<file path="src/cbs_pkg.sv">
`default_nettype none

package cbs_pkg;

  // Commands carried by the func field
  typedef enum logic [2:0] {
    FUNC_TICK      = 3'd0,
    FUNC_PREVIEW   = 3'd1,
    FUNC_COUNTDOWN = 3'd2,
    FUNC_TWELVE    = 3'd3,
    FUNC_THREE     = 3'd4,
    FUNC_STOP      = 3'd5
  } func_t;

  // Register indexes
  localparam logic [2:0] REG_BELL_MODE     = 3'd0;
  localparam logic [2:0] REG_COIL_ON_MS    = 3'd1;
  localparam logic [2:0] REG_COIL_OFF_MS   = 3'd2;
  localparam logic [2:0] REG_STRIKE_GAP_MS = 3'd3;
  localparam logic [2:0] REG_GROUP_GAP_MS  = 3'd4;

  // Bell modes
  localparam logic [2:0] MODE_OFF     = 3'd0;
  localparam logic [2:0] MODE_SINGLE  = 3'd1;
  localparam logic [2:0] MODE_HOURS   = 3'd2;
  localparam logic [2:0] MODE_HALF    = 3'd3;
  localparam logic [2:0] MODE_PAIRS   = 3'd4;
  localparam logic [2:0] MODE_TRIPLES = 3'd5;
  localparam logic [2:0] MODE_SHIPS   = 3'd6;
  localparam logic [2:0] MODE_RSVD    = 3'd7;

  // Register reset values
  localparam logic [15:0] COIL_ON_RESET    = 16'd50;
  localparam logic [15:0] COIL_OFF_RESET   = 16'd100;
  localparam logic [15:0] STRIKE_GAP_RESET = 16'd600;
  localparam logic [15:0] GROUP_GAP_RESET  = 16'd1200;

  localparam logic [10:0] KEY_NONE = 11'h7FF;

  // Fixed sequence lengths
  localparam logic [3:0] COUNTDOWN_STRIKES = 4'd6;
  localparam logic [3:0] TWELVE_STRIKES    = 4'd12;
  localparam logic [3:0] THREE_STRIKES     = 4'd3;
  localparam logic [1:0] GROUP_NONE        = 2'd0;
  localparam logic [1:0] GROUP_PAIR        = 2'd2;
  localparam logic [1:0] GROUP_TRIPLE      = 2'd3;

  typedef struct packed {
    logic [3:0] count;
    logic [1:0] grp;
  } plan_t;

  // hours mod 12, with 0 struck as 12
  function automatic logic [3:0] hour_count(input logic [4:0] h);
    logic [4:0] m;
    m = h;
    if (m >= 5'd24) begin
      m = m - 5'd24;
    end else if (m >= 5'd12) begin
      m = m - 5'd12;
    end
    return (m == 5'd0) ? 4'd12 : m[3:0];
  endfunction

  // 3-2-1 countdown group lengths
  function automatic logic [1:0] countdown_group(input logic [1:0] idx);
    logic [1:0] g;
    unique case (idx)
      2'd0:    g = 2'd3;
      2'd1:    g = 2'd2;
      2'd2:    g = 2'd1;
      default: g = 2'd0;
    endcase
    return g;
  endfunction

  function automatic logic mod3_zero(input logic [3:0] v);
    return (v == 4'd0) || (v == 4'd3) || (v == 4'd6) || (v == 4'd9) ||
           (v == 4'd12) || (v == 4'd15);
  endfunction

endpackage

`default_nettype wire

</file>
<file path="src/cbs_strike_plan.sv">
`default_nettype none

// Strike count and grouping for an event at the hour (half=0) or half hour.
module cbs_strike_plan (
  input  wire logic [2:0]    mode,
  input  wire logic [4:0]    hours,
  input  wire logic          half,
  output cbs_pkg::plan_t     plan
);
  import cbs_pkg::*;

  logic [3:0] hc;
  logic [3:0] ships;

  assign hc    = hour_count(hours);
  assign ships = {1'b0, hours[1:0], half};

  always_comb begin
    plan.count = 4'd0;
    plan.grp   = GROUP_NONE;
    unique case (mode)
      MODE_SINGLE: plan.count = half ? 4'd0 : 4'd1;
      MODE_HOURS:  plan.count = half ? 4'd0 : hc;
      MODE_HALF:   plan.count = half ? 4'd1 : hc;
      MODE_PAIRS: begin
        if (!half) begin
          plan.count = hc;
          plan.grp   = GROUP_PAIR;
        end
      end
      MODE_TRIPLES: begin
        if (!half) begin
          plan.count = hc;
          plan.grp   = GROUP_TRIPLE;
        end
      end
      MODE_SHIPS: begin
        plan.count = (ships == 4'd0) ? 4'd8 : ships;
        plan.grp   = GROUP_PAIR;
      end
      default: begin
        plan.count = 4'd0;
        plan.grp   = GROUP_NONE;
      end
    endcase
  end

endmodule

`default_nettype wire

</file>
<file path="src/clock_bell_strike_sequencer_core.sv">
// Bell strike sequencer for a striking clock.
// Input channel (in_valid/in_stall): one command item per transfer. func 0 is
// the 1 ms tick carrying the clock time; it advances the ms counter, queues the
// automatic strike at :00/:30 and paces strikes. Other commands: preview,
// 3-2-1 countdown, twelve strikes, three grouped strikes, stop.
// Output channel (out_valid/out_stall): exactly one result item per command:
// coil drive level, busy flag and strikes still to go.
// Config channel (cfg_valid/cfg_ready): cfg_ready is always high; write only
// while no item is in flight.
// Timing: the result is registered and shown in the cycle after the item is taken.
// One item per cycle while in_stall is low; the whole update is one pass of
// compare/add logic from the state registers into the state and result registers.
// Stall: the result register holds while out_stall is high; in_stall follows
// out_valid && out_stall, so an item is taken even while a result waits as
// long as that result leaves in the same cycle.
// Reset (rst, sync): sequence idle, coil off, timers zero, no event seen,
// registers at their defaults (mode off, 50/100/600/1200 ms).
`default_nettype none

module clock_bell_strike_sequencer_core #(
  parameter int TIME_WIDTH = 32
) (
  input  wire logic       clk,
  input  wire logic       rst,

  input  wire logic       cfg_valid,
  output      logic       cfg_ready,
  input  wire logic [2:0] cfg_index,
  input  wire logic [15:0] cfg_data,

  input  wire logic       in_valid,
  output      logic       in_stall,
  input  wire logic [2:0] func,
  input  wire logic [4:0] hours,
  input  wire logic [5:0] minutes,
  input  wire logic [5:0] seconds,
  input  wire logic       time_valid,
  input  wire logic       countdown_expired,
  input  wire logic       mute_automatic,
  input  wire logic       suppress_scheduled,

  output      logic       out_valid,
  input  wire logic       out_stall,
  output      logic       coil_on,
  output      logic       busy_res,
  output      logic [3:0] strikes_left
);
  import cbs_pkg::*;

  // Configuration registers
  logic [2:0]  bell_mode;
  logic [15:0] coil_on_ms;
  logic [15:0] coil_off_ms;
  logic [15:0] strike_gap_ms;
  logic [15:0] group_gap_ms;

  // Sequencer state
  logic [TIME_WIDTH-1:0] now_ms, now_ms_next;
  logic [TIME_WIDTH-1:0] next_strike_ms, next_strike_ms_next;
  logic [TIME_WIDTH-1:0] pulse_start_ms, pulse_start_ms_next;
  logic                  pulse_active, pulse_active_next;
  logic                  sequence_active, sequence_active_next;
  logic [3:0]            remaining_strikes, remaining_strikes_next;
  logic [3:0]            strike_index, strike_index_next;
  logic [1:0]            group_size, group_size_next;
  logic                  pattern_mode, pattern_mode_next;
  logic [1:0]            pattern_index, pattern_index_next;
  logic [1:0]            group_progress, group_progress_next;
  logic [10:0]           last_event_key, last_event_key_next;

  logic       in_accept;
  logic       blocked;
  logic       auto_hit;
  logic       preview_half;
  logic       plan_half;
  logic [10:0] event_key;
  plan_t      plan;

  assign cfg_ready = 1'b1;
  // Take a new item unless the finished result is held by the receiver
  assign in_stall  = out_valid && out_stall;
  assign in_accept = in_valid && !in_stall;

  assign blocked      = countdown_expired || mute_automatic || suppress_scheduled;
  assign event_key    = 11'(hours) * 11'd60 + 11'(minutes);
  // Preview strikes the latest half hour only in modes that ring it
  assign preview_half = ((bell_mode == MODE_HALF) || (bell_mode == MODE_SHIPS)) &&
                        (minutes >= 6'd30);
  assign plan_half    = (func_t'(func) == FUNC_TICK) ? (minutes == 6'd30) : preview_half;

  assign auto_hit = !blocked && (bell_mode != MODE_OFF) && !sequence_active &&
                    time_valid && ((minutes == 6'd0) || (minutes == 6'd30)) &&
                    (seconds <= 6'd1) && (event_key != last_event_key);

  cbs_strike_plan u_plan (
    .mode  (bell_mode),
    .hours (hours),
    .half  (plan_half),
    .plan  (plan)
  );

  // One pass: command, then strike firing, then end of coil pulse
  always_comb begin
    logic                  do_adv;
    logic                  group_done;
    logic [1:0]            gp_inc;
    logic [15:0]           gap;
    logic [TIME_WIDTH-1:0] pulse_age;

    do_adv     = 1'b0;
    group_done = 1'b0;
    gp_inc     = 2'd0;
    gap        = 16'd0;
    pulse_age  = '0;

    now_ms_next            = now_ms;
    next_strike_ms_next    = next_strike_ms;
    pulse_start_ms_next    = pulse_start_ms;
    pulse_active_next      = pulse_active;
    sequence_active_next   = sequence_active;
    remaining_strikes_next = remaining_strikes;
    strike_index_next      = strike_index;
    group_size_next        = group_size;
    pattern_mode_next      = pattern_mode;
    pattern_index_next     = pattern_index;
    group_progress_next    = group_progress;
    last_event_key_next    = last_event_key;

    unique case (func_t'(func))
      FUNC_TICK: begin
        now_ms_next = now_ms + TIME_WIDTH'(1);
        if (auto_hit) begin
          last_event_key_next = event_key;
          if (plan.count != 4'd0) begin
            sequence_active_next   = 1'b1;
            group_size_next        = plan.grp;
            pattern_mode_next      = 1'b0;
            pattern_index_next     = 2'd0;
            group_progress_next    = 2'd0;
            remaining_strikes_next = plan.count;
            strike_index_next      = 4'd0;
            next_strike_ms_next    = '0;
          end
        end
        do_adv = 1'b1;
      end
      FUNC_PREVIEW: begin
        // stop everything first
        sequence_active_next   = 1'b0;
        remaining_strikes_next = 4'd0;
        strike_index_next      = 4'd0;
        group_size_next        = GROUP_NONE;
        next_strike_ms_next    = '0;
        pattern_mode_next      = 1'b0;
        pattern_index_next     = 2'd0;
        group_progress_next    = 2'd0;
        pulse_active_next      = 1'b0;
        if ((bell_mode != MODE_OFF) && (bell_mode != MODE_RSVD) && time_valid &&
            (plan.count != 4'd0)) begin
          sequence_active_next   = 1'b1;
          group_size_next        = plan.grp;
          remaining_strikes_next = plan.count;
          do_adv                 = 1'b1;
        end
      end
      FUNC_COUNTDOWN: begin
        sequence_active_next   = 1'b1;
        group_size_next        = GROUP_NONE;
        pattern_mode_next      = 1'b1;
        pattern_index_next     = 2'd0;
        group_progress_next    = 2'd0;
        remaining_strikes_next = COUNTDOWN_STRIKES;
        strike_index_next      = 4'd0;
        next_strike_ms_next    = '0;
      end
      FUNC_TWELVE: begin
        sequence_active_next   = 1'b1;
        group_size_next        = GROUP_NONE;
        pattern_mode_next      = 1'b0;
        pattern_index_next     = 2'd0;
        group_progress_next    = 2'd0;
        remaining_strikes_next = TWELVE_STRIKES;
        strike_index_next      = 4'd0;
        next_strike_ms_next    = '0;
      end
      FUNC_THREE: begin
        sequence_active_next   = 1'b1;
        group_size_next        = GROUP_TRIPLE;
        pattern_mode_next      = 1'b0;
        pattern_index_next     = 2'd0;
        group_progress_next    = 2'd0;
        remaining_strikes_next = THREE_STRIKES;
        strike_index_next      = 4'd0;
        next_strike_ms_next    = '0;
      end
      FUNC_STOP: begin
        sequence_active_next   = 1'b0;
        remaining_strikes_next = 4'd0;
        strike_index_next      = 4'd0;
        group_size_next        = GROUP_NONE;
        next_strike_ms_next    = '0;
        pattern_mode_next      = 1'b0;
        pattern_index_next     = 2'd0;
        group_progress_next    = 2'd0;
        pulse_active_next      = 1'b0;
      end
      default: begin
        // unknown command: report state only
      end
    endcase

    // Fire a strike when due; next time 0 means at once
    if (do_adv && sequence_active_next && (remaining_strikes_next != 4'd0) &&
        !pulse_active_next &&
        ((next_strike_ms_next == '0) || (now_ms_next >= next_strike_ms_next))) begin
      pulse_start_ms_next    = now_ms_next;
      pulse_active_next      = 1'b1;
      remaining_strikes_next = remaining_strikes_next - 4'd1;
      strike_index_next      = strike_index_next + 4'd1;
      if (remaining_strikes_next == 4'd0) begin
        sequence_active_next = 1'b0;
      end else begin
        if (pattern_mode_next && (pattern_index_next != 2'd3)) begin
          gp_inc              = group_progress_next + 2'd1;
          group_progress_next = gp_inc;
          if (gp_inc >= countdown_group(pattern_index_next)) begin
            group_progress_next = 2'd0;
            pattern_index_next  = pattern_index_next + 2'd1;
            group_done          = 1'b1;
          end
        end else if (group_size_next == GROUP_PAIR) begin
          group_done = !strike_index_next[0];
        end else if (group_size_next == GROUP_TRIPLE) begin
          group_done = mod3_zero(strike_index_next);
        end
        gap = group_done ? group_gap_ms : strike_gap_ms;
        next_strike_ms_next = now_ms_next + TIME_WIDTH'(coil_on_ms) +
                              TIME_WIDTH'(coil_off_ms) + TIME_WIDTH'(gap);
      end
    end

    // End the coil pulse once it has run coil_on_ms (modular age)
    if (func_t'(func) == FUNC_TICK) begin
      pulse_age = now_ms_next - pulse_start_ms_next;
      if (pulse_active_next && (pulse_age >= TIME_WIDTH'(coil_on_ms))) begin
        pulse_active_next = 1'b0;
      end
    end
  end

  // Configuration registers
  always_ff @(posedge clk) begin
    if (rst) begin
      bell_mode     <= MODE_OFF;
      coil_on_ms    <= COIL_ON_RESET;
      coil_off_ms   <= COIL_OFF_RESET;
      strike_gap_ms <= STRIKE_GAP_RESET;
      group_gap_ms  <= GROUP_GAP_RESET;
    end else if (cfg_valid && cfg_ready) begin
      unique case (cfg_index)
        REG_BELL_MODE:     bell_mode     <= cfg_data[2:0];
        REG_COIL_ON_MS:    coil_on_ms    <= cfg_data;
        REG_COIL_OFF_MS:   coil_off_ms   <= cfg_data;
        REG_STRIKE_GAP_MS: strike_gap_ms <= cfg_data;
        REG_GROUP_GAP_MS:  group_gap_ms  <= cfg_data;
        default: begin
          // writes past the register list are dropped
        end
      endcase
    end
  end

  // Sequencer state
  always_ff @(posedge clk) begin
    if (rst) begin
      now_ms            <= '0;
      next_strike_ms    <= '0;
      pulse_start_ms    <= '0;
      pulse_active      <= 1'b0;
      sequence_active   <= 1'b0;
      remaining_strikes <= 4'd0;
      strike_index      <= 4'd0;
      group_size        <= GROUP_NONE;
      pattern_mode      <= 1'b0;
      pattern_index     <= 2'd0;
      group_progress    <= 2'd0;
      last_event_key    <= KEY_NONE;
    end else if (in_accept) begin
      now_ms            <= now_ms_next;
      next_strike_ms    <= next_strike_ms_next;
      pulse_start_ms    <= pulse_start_ms_next;
      pulse_active      <= pulse_active_next;
      sequence_active   <= sequence_active_next;
      remaining_strikes <= remaining_strikes_next;
      strike_index      <= strike_index_next;
      group_size        <= group_size_next;
      pattern_mode      <= pattern_mode_next;
      pattern_index     <= pattern_index_next;
      group_progress    <= group_progress_next;
      last_event_key    <= last_event_key_next;
    end
  end

  // Result register
  always_ff @(posedge clk) begin
    if (rst) begin
      out_valid <= 1'b0;
    end else if (in_accept) begin
      out_valid <= 1'b1;
    end else if (!out_stall) begin
      out_valid <= 1'b0;
    end
  end

  always_ff @(posedge clk) begin
    if (in_accept) begin
      coil_on      <= pulse_active_next;
      busy_res     <= sequence_active_next || pulse_active_next;
      strikes_left <= remaining_strikes_next;
    end
  end

`ifndef SYNTHESIS
  // an idle sequencer never reports pending strikes
  assert property (@(posedge clk) disable iff (rst)
    (out_valid && !busy_res) |-> (strikes_left == 4'd0))
    else $error("idle result with strikes left");

  // stop clears coil and sequence in its own result
  assert property (@(posedge clk) disable iff (rst)
    (in_accept && (func_t'(func) == FUNC_STOP)) |=>
      (out_valid && !coil_on && !busy_res && (strikes_left == 4'd0)))
    else $error("stop did not clear the sequencer");

  // input is held off only by a waiting result
  assert property (@(posedge clk) disable iff (rst)
    in_stall |-> (out_valid && out_stall))
    else $error("input stalled with no held result");
`endif

endmodule

`default_nettype wire
</file>
<file path="config.mk">
export PLATFORM = sky130hd
export DESIGN_NAME = clock_bell_strike_sequencer_core
export DESIGN_NICKNAME = d
export VERILOG_FILES = /design/src/cbs_pkg.sv /design/src/cbs_strike_plan.sv /design/src/clock_bell_strike_sequencer_core.sv
export SDC_FILE = /design/constraint.sdc
export NUM_CORES = 1
export LEC_CHECK = 0
export BUFFER_PORTS_ARGS = -buffer_cell sky130_fd_sc_hd__clkbuf_2
export CORE_AREA = 4 4 195 197
export CTS_BUF_LIST = sky130_fd_sc_hd__clkbuf_8
export DETAILED_ROUTE_END_ITERATION = 16
export DIE_AREA = 0 0 199 201
export PLACE_DENSITY = 0.63
export SLEW_MARGIN = 15
export SYNTH_ARGS = -nofsm -noshare
export SYNTH_HDL_FRONTEND = slang
export SYNTH_SLANG_ARGS = --single-unit
</file>
<file path="constraint.sdc">
create_clock -name clk -period 20.2 [get_ports clk]
set_input_delay 1.01 -clock clk [delete_from_list [all_inputs] [get_ports clk]]
set_output_delay 1.01 -clock clk [all_outputs]
set_load 0.02 [all_outputs]
</file>
# After elaboration in Yosys (flattened, before gate mapping)

Cells that the tools add are included.

Bits in registers: 198
Input bits: 48

Add/subtract/negate cells: 12
Multipliers: 1
$lt $le $gt $ge: 7
Eq/ne operators: 29
Multiplexer cells: 73
Reduce and logical (&&, ||, !) cells: 57

Operator list:

| operator                                                         | number |
|---|---|
| 32-bit 2-to-1 mux                                                | 6 |
| 32-bit by 16-bit adder with 32-bit output                        | 3 |
| 32-bit one-hot mux with 2 select lines                           | 1 |
| 4-bit one-hot mux with 6 select lines                            | 2 |
| 4-bit 2-to-1 mux                                                 | 11 |
| 2-bit 2-to-1 mux                                                 | 18 |
| 32-bit by 1-bit adder with 32-bit output (second input constant) | 1 |
| 32-bit by 16-bit >= comparator with 1-bit output                 | 1 |
| 32-bit >= comparator                                             | 1 |
| 32-bit logical NOT                                               | 1 |
| 32-bit subtractor                                                | 1 |
| 1-bit 2-to-1 mux                                                 | 21 |
| 3-bit by 2-bit == test with 1-bit output (second input constant) | 6 |
| 3-bit == test (second input constant)                            | 6 |
| 1-bit logical AND                                                | 18 |
| 16-bit 2-to-1 mux                                                | 1 |
| 4-bit == test (second input constant)                            | 3 |
| 4-bit logical NOT                                                | 3 |
| 6-bit 2-to-1 mux                                                 | 2 |
| 2-bit one-hot mux with 3 select lines                            | 2 |
| 11-bit by 6-bit adder with 11-bit output                         | 1 |
| 1-bit logical OR                                                 | 11 |
| 11-bit inequality test                                           | 1 |
| 5-bit 2-to-1 mux                                                 | 2 |
| 39 further kinds                                                 | 56 |

# Depth between registers and ports, before layout

Depth in word-level cells: 27
Depth in mapped cells: 60
Depth with buffers taken out: 56

# By module

Synthesis repeated with hierarchy kept, for this count alone.

Cells, all modules: 2,062
Area total of the unflattened synthesis: 15,961.6 µm²

Modules (own cells, without submodules):

| module                           | times used | cells each | area each (µm²) | sequential area each (µm²) |
|---|---|---|---|---|
| clock_bell_strike_sequencer_core | 1          | 2,012      | 15,630.0        | 4,023.9 |
| cbs_strike_plan                  | 1          | 50         | 331.6           | 0.0 |

# Worst setup path before layout

Ideal clock, no wire load.

Path type: input port to flip-flop
Start: input port hours[0]
End: register pulse_active
Setup time: 96 ps
Arrival: 12,933 ps
Data required time: 20,104 ps
Setup slack: 7,172 ps
Stages on the path: 55
Buffers on the path: 4
Cell sequence: fa_1 -> fa_1 -> inv_1 -> fa_1 -> inv_1 -> ha_1 -> xnor3_1 -> or3_1 -> nor4b_1 -> nand3_1 -> and3_1 -> o21ai_1 -> clkbuf_1 -> clkbuf_1 -> nand2_1 -> ha_1 -> a21o_1 -> a21o_1 -> [... 19 more ...] -> maj3_1 -> o21ai_0 -> o2111ai_1 -> nor2b_1 -> xnor2_1 -> ha_1 -> a21o_1 -> a221o_1 -> nor3_1 -> o2111ai_1 -> nor4_1 -> nand3_1 -> a2111oi_0 -> nand4_1 -> a211oi_1 -> o2111a_1 -> nand4_1 -> o41ai_2

Word-level cells in the longest chain between the ends: 21
Elaborated cells on any way between the ends: 48
Classes of those cells: 4 x add/sub; 1 x mul; 4 x order compare; 1 x eq/ne; 25 x mux; 13 x reduce/logical

RTL lines:

| what                                                                          | line                                    | source |
|---|---|---|
| from (decl)                                                                   | clock_bell_strike_sequencer_core.sv:34  | `input wire logic [4:0] hours,` |
| parallel branches: the longest is 14 deep, another holds 32-bit >= comparator | n/a                                     |  |
| 1-bit logical AND *                                                           | clock_bell_strike_sequencer_core.sv:214 | `!pulse_active_next &&` |
| 32-bit 2-to-1 mux *                                                           | clock_bell_strike_sequencer_core.sv:213 | `if (do_adv && sequence_active_next && (remaining_strikes_next != 4'd0) &&` |
| named net pulse_start_ms_next[0]                                              | clock_bell_strike_sequencer_core.sv:60  | `logic [TIME_WIDTH-1:0] pulse_start_ms, pulse_start_ms_next;` |
| 32-bit subtractor *                                                           | clock_bell_strike_sequencer_core.sv:244 | `pulse_age = now_ms_next - pulse_start_ms_next;` |
| 32-bit by 16-bit >= comparator with 1-bit output *                            | clock_bell_strike_sequencer_core.sv:245 | `if (pulse_active_next && (pulse_age >= TIME_WIDTH'(coil_on_ms))) begin` |
| 1-bit logical AND *                                                           | clock_bell_strike_sequencer_core.sv:245 |  |
| 1-bit 2-to-1 mux *                                                            | clock_bell_strike_sequencer_core.sv:245 |  |
| 1-bit 2-to-1 mux *                                                            | clock_bell_strike_sequencer_core.sv:243 | `if (func_t'(func) == FUNC_TICK) begin` |
| to (signal assigned)                                                          | clock_bell_strike_sequencer_core.sv:292 | `pulse_active <= pulse_active_next;` |
| to (decl)                                                                     | clock_bell_strike_sequencer_core.sv:61  | `logic pulse_active, pulse_active_next;` |

Mark *: on every way through the listed nets, which the timed path passes.
A chain may end at the register's enable or synchronous reset.

# Worst setup path in the final report

Start: input port hours[0]
End: register busy_res (data pin)

Word-level cells in the longest chain between the ends: 22
Elaborated cells on any way between the ends: 53
Classes of those cells: 5 x add/sub; 1 x mul; 4 x order compare; 1 x eq/ne; 27 x mux; 15 x reduce/logical

RTL lines:

| what                                                                          | line                                    | source |
|---|---|---|
| parallel branches: the longest is 14 deep, another holds 32-bit >= comparator | n/a                                     |  |
| 1-bit logical AND *                                                           | clock_bell_strike_sequencer_core.sv:214 |  |
| 32-bit 2-to-1 mux *                                                           | clock_bell_strike_sequencer_core.sv:213 |  |
| named net pulse_start_ms_next[0]                                              | clock_bell_strike_sequencer_core.sv:60  |  |
| 32-bit subtractor *                                                           | clock_bell_strike_sequencer_core.sv:244 |  |
| 32-bit by 16-bit >= comparator with 1-bit output *                            | clock_bell_strike_sequencer_core.sv:245 |  |
| 1-bit logical AND *                                                           | clock_bell_strike_sequencer_core.sv:245 |  |
| 1-bit 2-to-1 mux *                                                            | clock_bell_strike_sequencer_core.sv:245 |  |
| 1-bit 2-to-1 mux *                                                            | clock_bell_strike_sequencer_core.sv:243 |  |
| 1-bit logical OR *                                                            | clock_bell_strike_sequencer_core.sv:318 | `busy_res <= sequence_active_next \|\| pulse_active_next;` |
| to (signal assigned)                                                          | clock_bell_strike_sequencer_core.sv:318 |  |
| to (decl)                                                                     | clock_bell_strike_sequencer_core.sv:45  | `output logic busy_res,` |

Marked as above.

==> run summary <==
Worst-Skew Late Latency: 0.50 ns
top cell type by total area after synthesis: dfxtp_1
met1 WL: 18,900 um
Setup TNS Final: 0 ns
Max Cap Viol: 0
fin. max-slew vios: 0
port bufs: 54
crit path time final: 15.17 ns
DR WL/cell: 16.2 um
Setup-failing EPs final: 0
Cell variety after synth: 90
Post-synth EDFFs: 6
synthesized area: 0.0155 sq mm
HP Start: strike_gap_ms[12]
critical path endpoint category: register
H-tree levels: 4
layout cell share with drive strength beyond 1: 7.50%
post-route ant nets: 0
number of vias per cell: 5.52
dpl ws: 4.69 ns
fmax: 65.9 MHz
DIE HEIGHT: 201 um
Pwr per Cell Area: 49.7 mW/mm^2
Slew headroom: 26.5%
Most common cell on crit path: a21o_1
drt first pass iters: 5
Commonest cells post-synth: 276 x nand2_1, 229 x nor2_1, 192 x dfxtp_1
post-CTS sizing: 0
drt total wl: 40,200 um
largest net degree at the start of global routing: 100
TritonCTS buffer count: 17
Max stage delay on crit path: 0.85 ns
layout overhead on the synthesized area: 6.42%
Highest Signal Layer: met4
met3 WL: 1270 um
grt total ovfl: 0
R2R depth: 46
final worst slack: 5.03 ns
starting density of the core: 42.8%
Post-Syn Nets: 2,219
worst hold path depth: 2
Die Footprint: 0.0400 sq mm
Tcrit/Tclk final: 75.1%
Clock Pin Slew Worst Setup and Hold Paths: 0.10 ns
final std cells w/o fill: 2,480
reg2reg end: busy_res
Hold-fix buffers, CTS: 0
Max clock buf depth: 2
initial antenna violation count: 0
clock skew: 0.0155 ns
Crit-path slowest cell: nor4b_1
core area: 0.0363 sq mm
crit path max fanout: 28
site row count: 70
Post-Syn Instances: 2,005
asr flop ratio synth: 0%
number of DRC markers in iteration 0: 883
vias in the first global route: 13,242
worst slew pin tran: 1.10 ns
worst r2r src: last_event_key[5]
TritonCTS sink count: 198
Leak: 6.97 nW
hold crit path type: register to register
# diodes: 0
via count of the routed design: 13,697
internal reg-to-reg setup slack: 7.50 ns
Die W: 199 um
clock root cell: clkbuf_8
met2 wire length: 19,200 um
sequential share of the synthesized area: 25.9%
RSZ-0062 raised after global routing: false
Main synth FF type: dfxtp_1
Hold EP: strike_gap_ms[12]
I/O pin cnt: 57
largest cells by area after synthesis: dfxtp_1 25%, ha_1 10%, nand2_1 6.7%, a21oi_1 6.0%, nor2_1 5.5%
Req. time, crit path: 20.53 ns
RD Place Congestion: 0.857
CP Data Arrival Time: 15.50 ns
residual DRC count: 0
Yosys reg bits: 198
Worst Setup Start Kind: primary input
peak supply drop: 0.0412 mV
most frequent cell after synthesis: nand2_1
fin nets: 2,214
Hold Slack: 0.456 ns
YS warnings: 0
overall routing resource usage: 20.0%
status: finished, final reports clean
global-route wire length before repair: 66,000 um
worst setup path class: primary input to register
detailed placer's ending HPWL: 30,300 um
Hold Vio Cnt, Final: 0
Placed Cells incl. Taps: 2,449
CTS tree: yes
syn_area_per_cell: 7.74 sq um
post-CTS setup buffer count: 0
top-area cell type share of the netlist area: 24.8%
==> final cells by class <==
class | count | area (sq um)
Clock buffer | 17 | 234
Clock inverter | 14 | 101
Fill cell | 3686 | 19700
Inverter | 140 | 526
Multi-Input combinational cell | 1570 | 10600
Sequential cell | 198 | 4020
Tap cell | 468 | 586
Timing Repair Buffer | 73 | 415
==> registers in the layout (all words and copies together) (netlist names), 3 cells and up <==
name / cells
last_event_key: 11
group_gap_ms: 16
strikes_left: 4
remaining_strikes: 4
strike_gap_ms: 16
strike_index: 4
coil_on_ms: 16
pulse_start_ms: 32
coil_off_ms: 16
next_strike_ms: 32
bell_mode: 3
now_ms: 32
==> cells by family after synthesis <==
logic type,Yosys count,synth area share [%]
xor gates and xnor gates,134,8.13
other,1,0.0242
adders and majority gates,169,15.6
AOI/OAI and AO/OA,469,19.5
buffers and inverters,237,5.80
and+or+nand+nor,756,22.3
muxes,41,2.79
DFF,198,25.9
==> report_power, final <==
| part | leakage, nW | switching [mW] | internal, mW | total, mW |
|---|---|---|---|---|
| registers | 1.61 | 0.00337 | 0.398 | 0.402 |
| logic | 5.18 | 0.109 | 0.0723 | 0.181 |
| clock network | 0.178 | 0.152 | 0.0859 | 0.238 |
| total | 6.97 | 0.264 | 0.556 | 0.820 |
==> critical path, delay by kind of cell <==
kind	cells	cell delay, ns
adder cells (fa/ha/maj)	10	3.84
buffers and inverters	5	0.76
XOR/XNOR	3	0.49
AO/OA/AOI/OAI	25	6.46
AND/OR/NAND/NOR	12	2.90
==> stage by stage <==
stage,util (%),instance area (sq um),power [mW]
floorplan,-,15500,0.545
global placement,44.6,16200,0.588
detailed placement,44.6,16200,0.591
CTS,45.6,16500,0.831
global route,45.6,16500,0.866
finish,45.6,16500,0.820
==> metal layers <==
metal | up-vias | global-route usage, %
met5 | - | 0
met4 | 0 | 6.13
met3 | 57 | 2.18
met2 | 239 | 33.7
met1 | 6467 | 26.9
li1 | 6934 | -
==> worst max path at each step <==
stage | start | to | slack [ns] | cells after the start
finish | hours[0] | busy_res | 5.03 | 55
global route | hours[2] | busy_res | 4.14 | 56
CTS | hours[0] | busy_res | 5.15 | 55
detailed placement | hours[0] | busy_res | 4.69 | 55
global placement | hours[0] | busy_res | 4.90 | 55
floorplan | hours[0] | pulse_active | 7.17 | 55
==> cells in the final DEF, fill, tap and decap left out, types with 6 or more instances in the layout <==
| cell type | n |
|---|---|
| ha_1 | 125 |
| nand4_1 | 25 |
| clkbuf_8 | 17 |
| nor2_1 | 229 |
| o21bai_1 | 13 |
| nand2_1 | 275 |
| o21ai_0 | 66 |
| a32oi_1 | 6 |
| o2111ai_1 | 6 |
| a22oi_1 | 28 |
| nor2b_1 | 18 |
| nor3b_1 | 6 |
| fa_1 | 41 |
| or3_1 | 20 |
| nand2b_1 | 18 |
| and2_1 | 16 |
| dfxtp_1 | 192 |
| and3_1 | 17 |
| buf_4 | 20 |
| xnor2_1 | 69 |
| xor2_1 | 59 |
| a21o_1 | 37 |
| nand3_1 | 50 |
| o211ai_1 | 20 |
| o21a_1 | 7 |
| a31oi_1 | 14 |
| edfxtp_1 | 6 |
| a21oi_1 | 184 |
| clkbuf_2 | 53 |
| mux2i_1 | 23 |
| nor4_1 | 16 |
| mux2_2 | 18 |
| nor3_1 | 26 |
| a211oi_1 | 21 |
| inv_1 | 140 |
(Power assumes the default switching activity.)
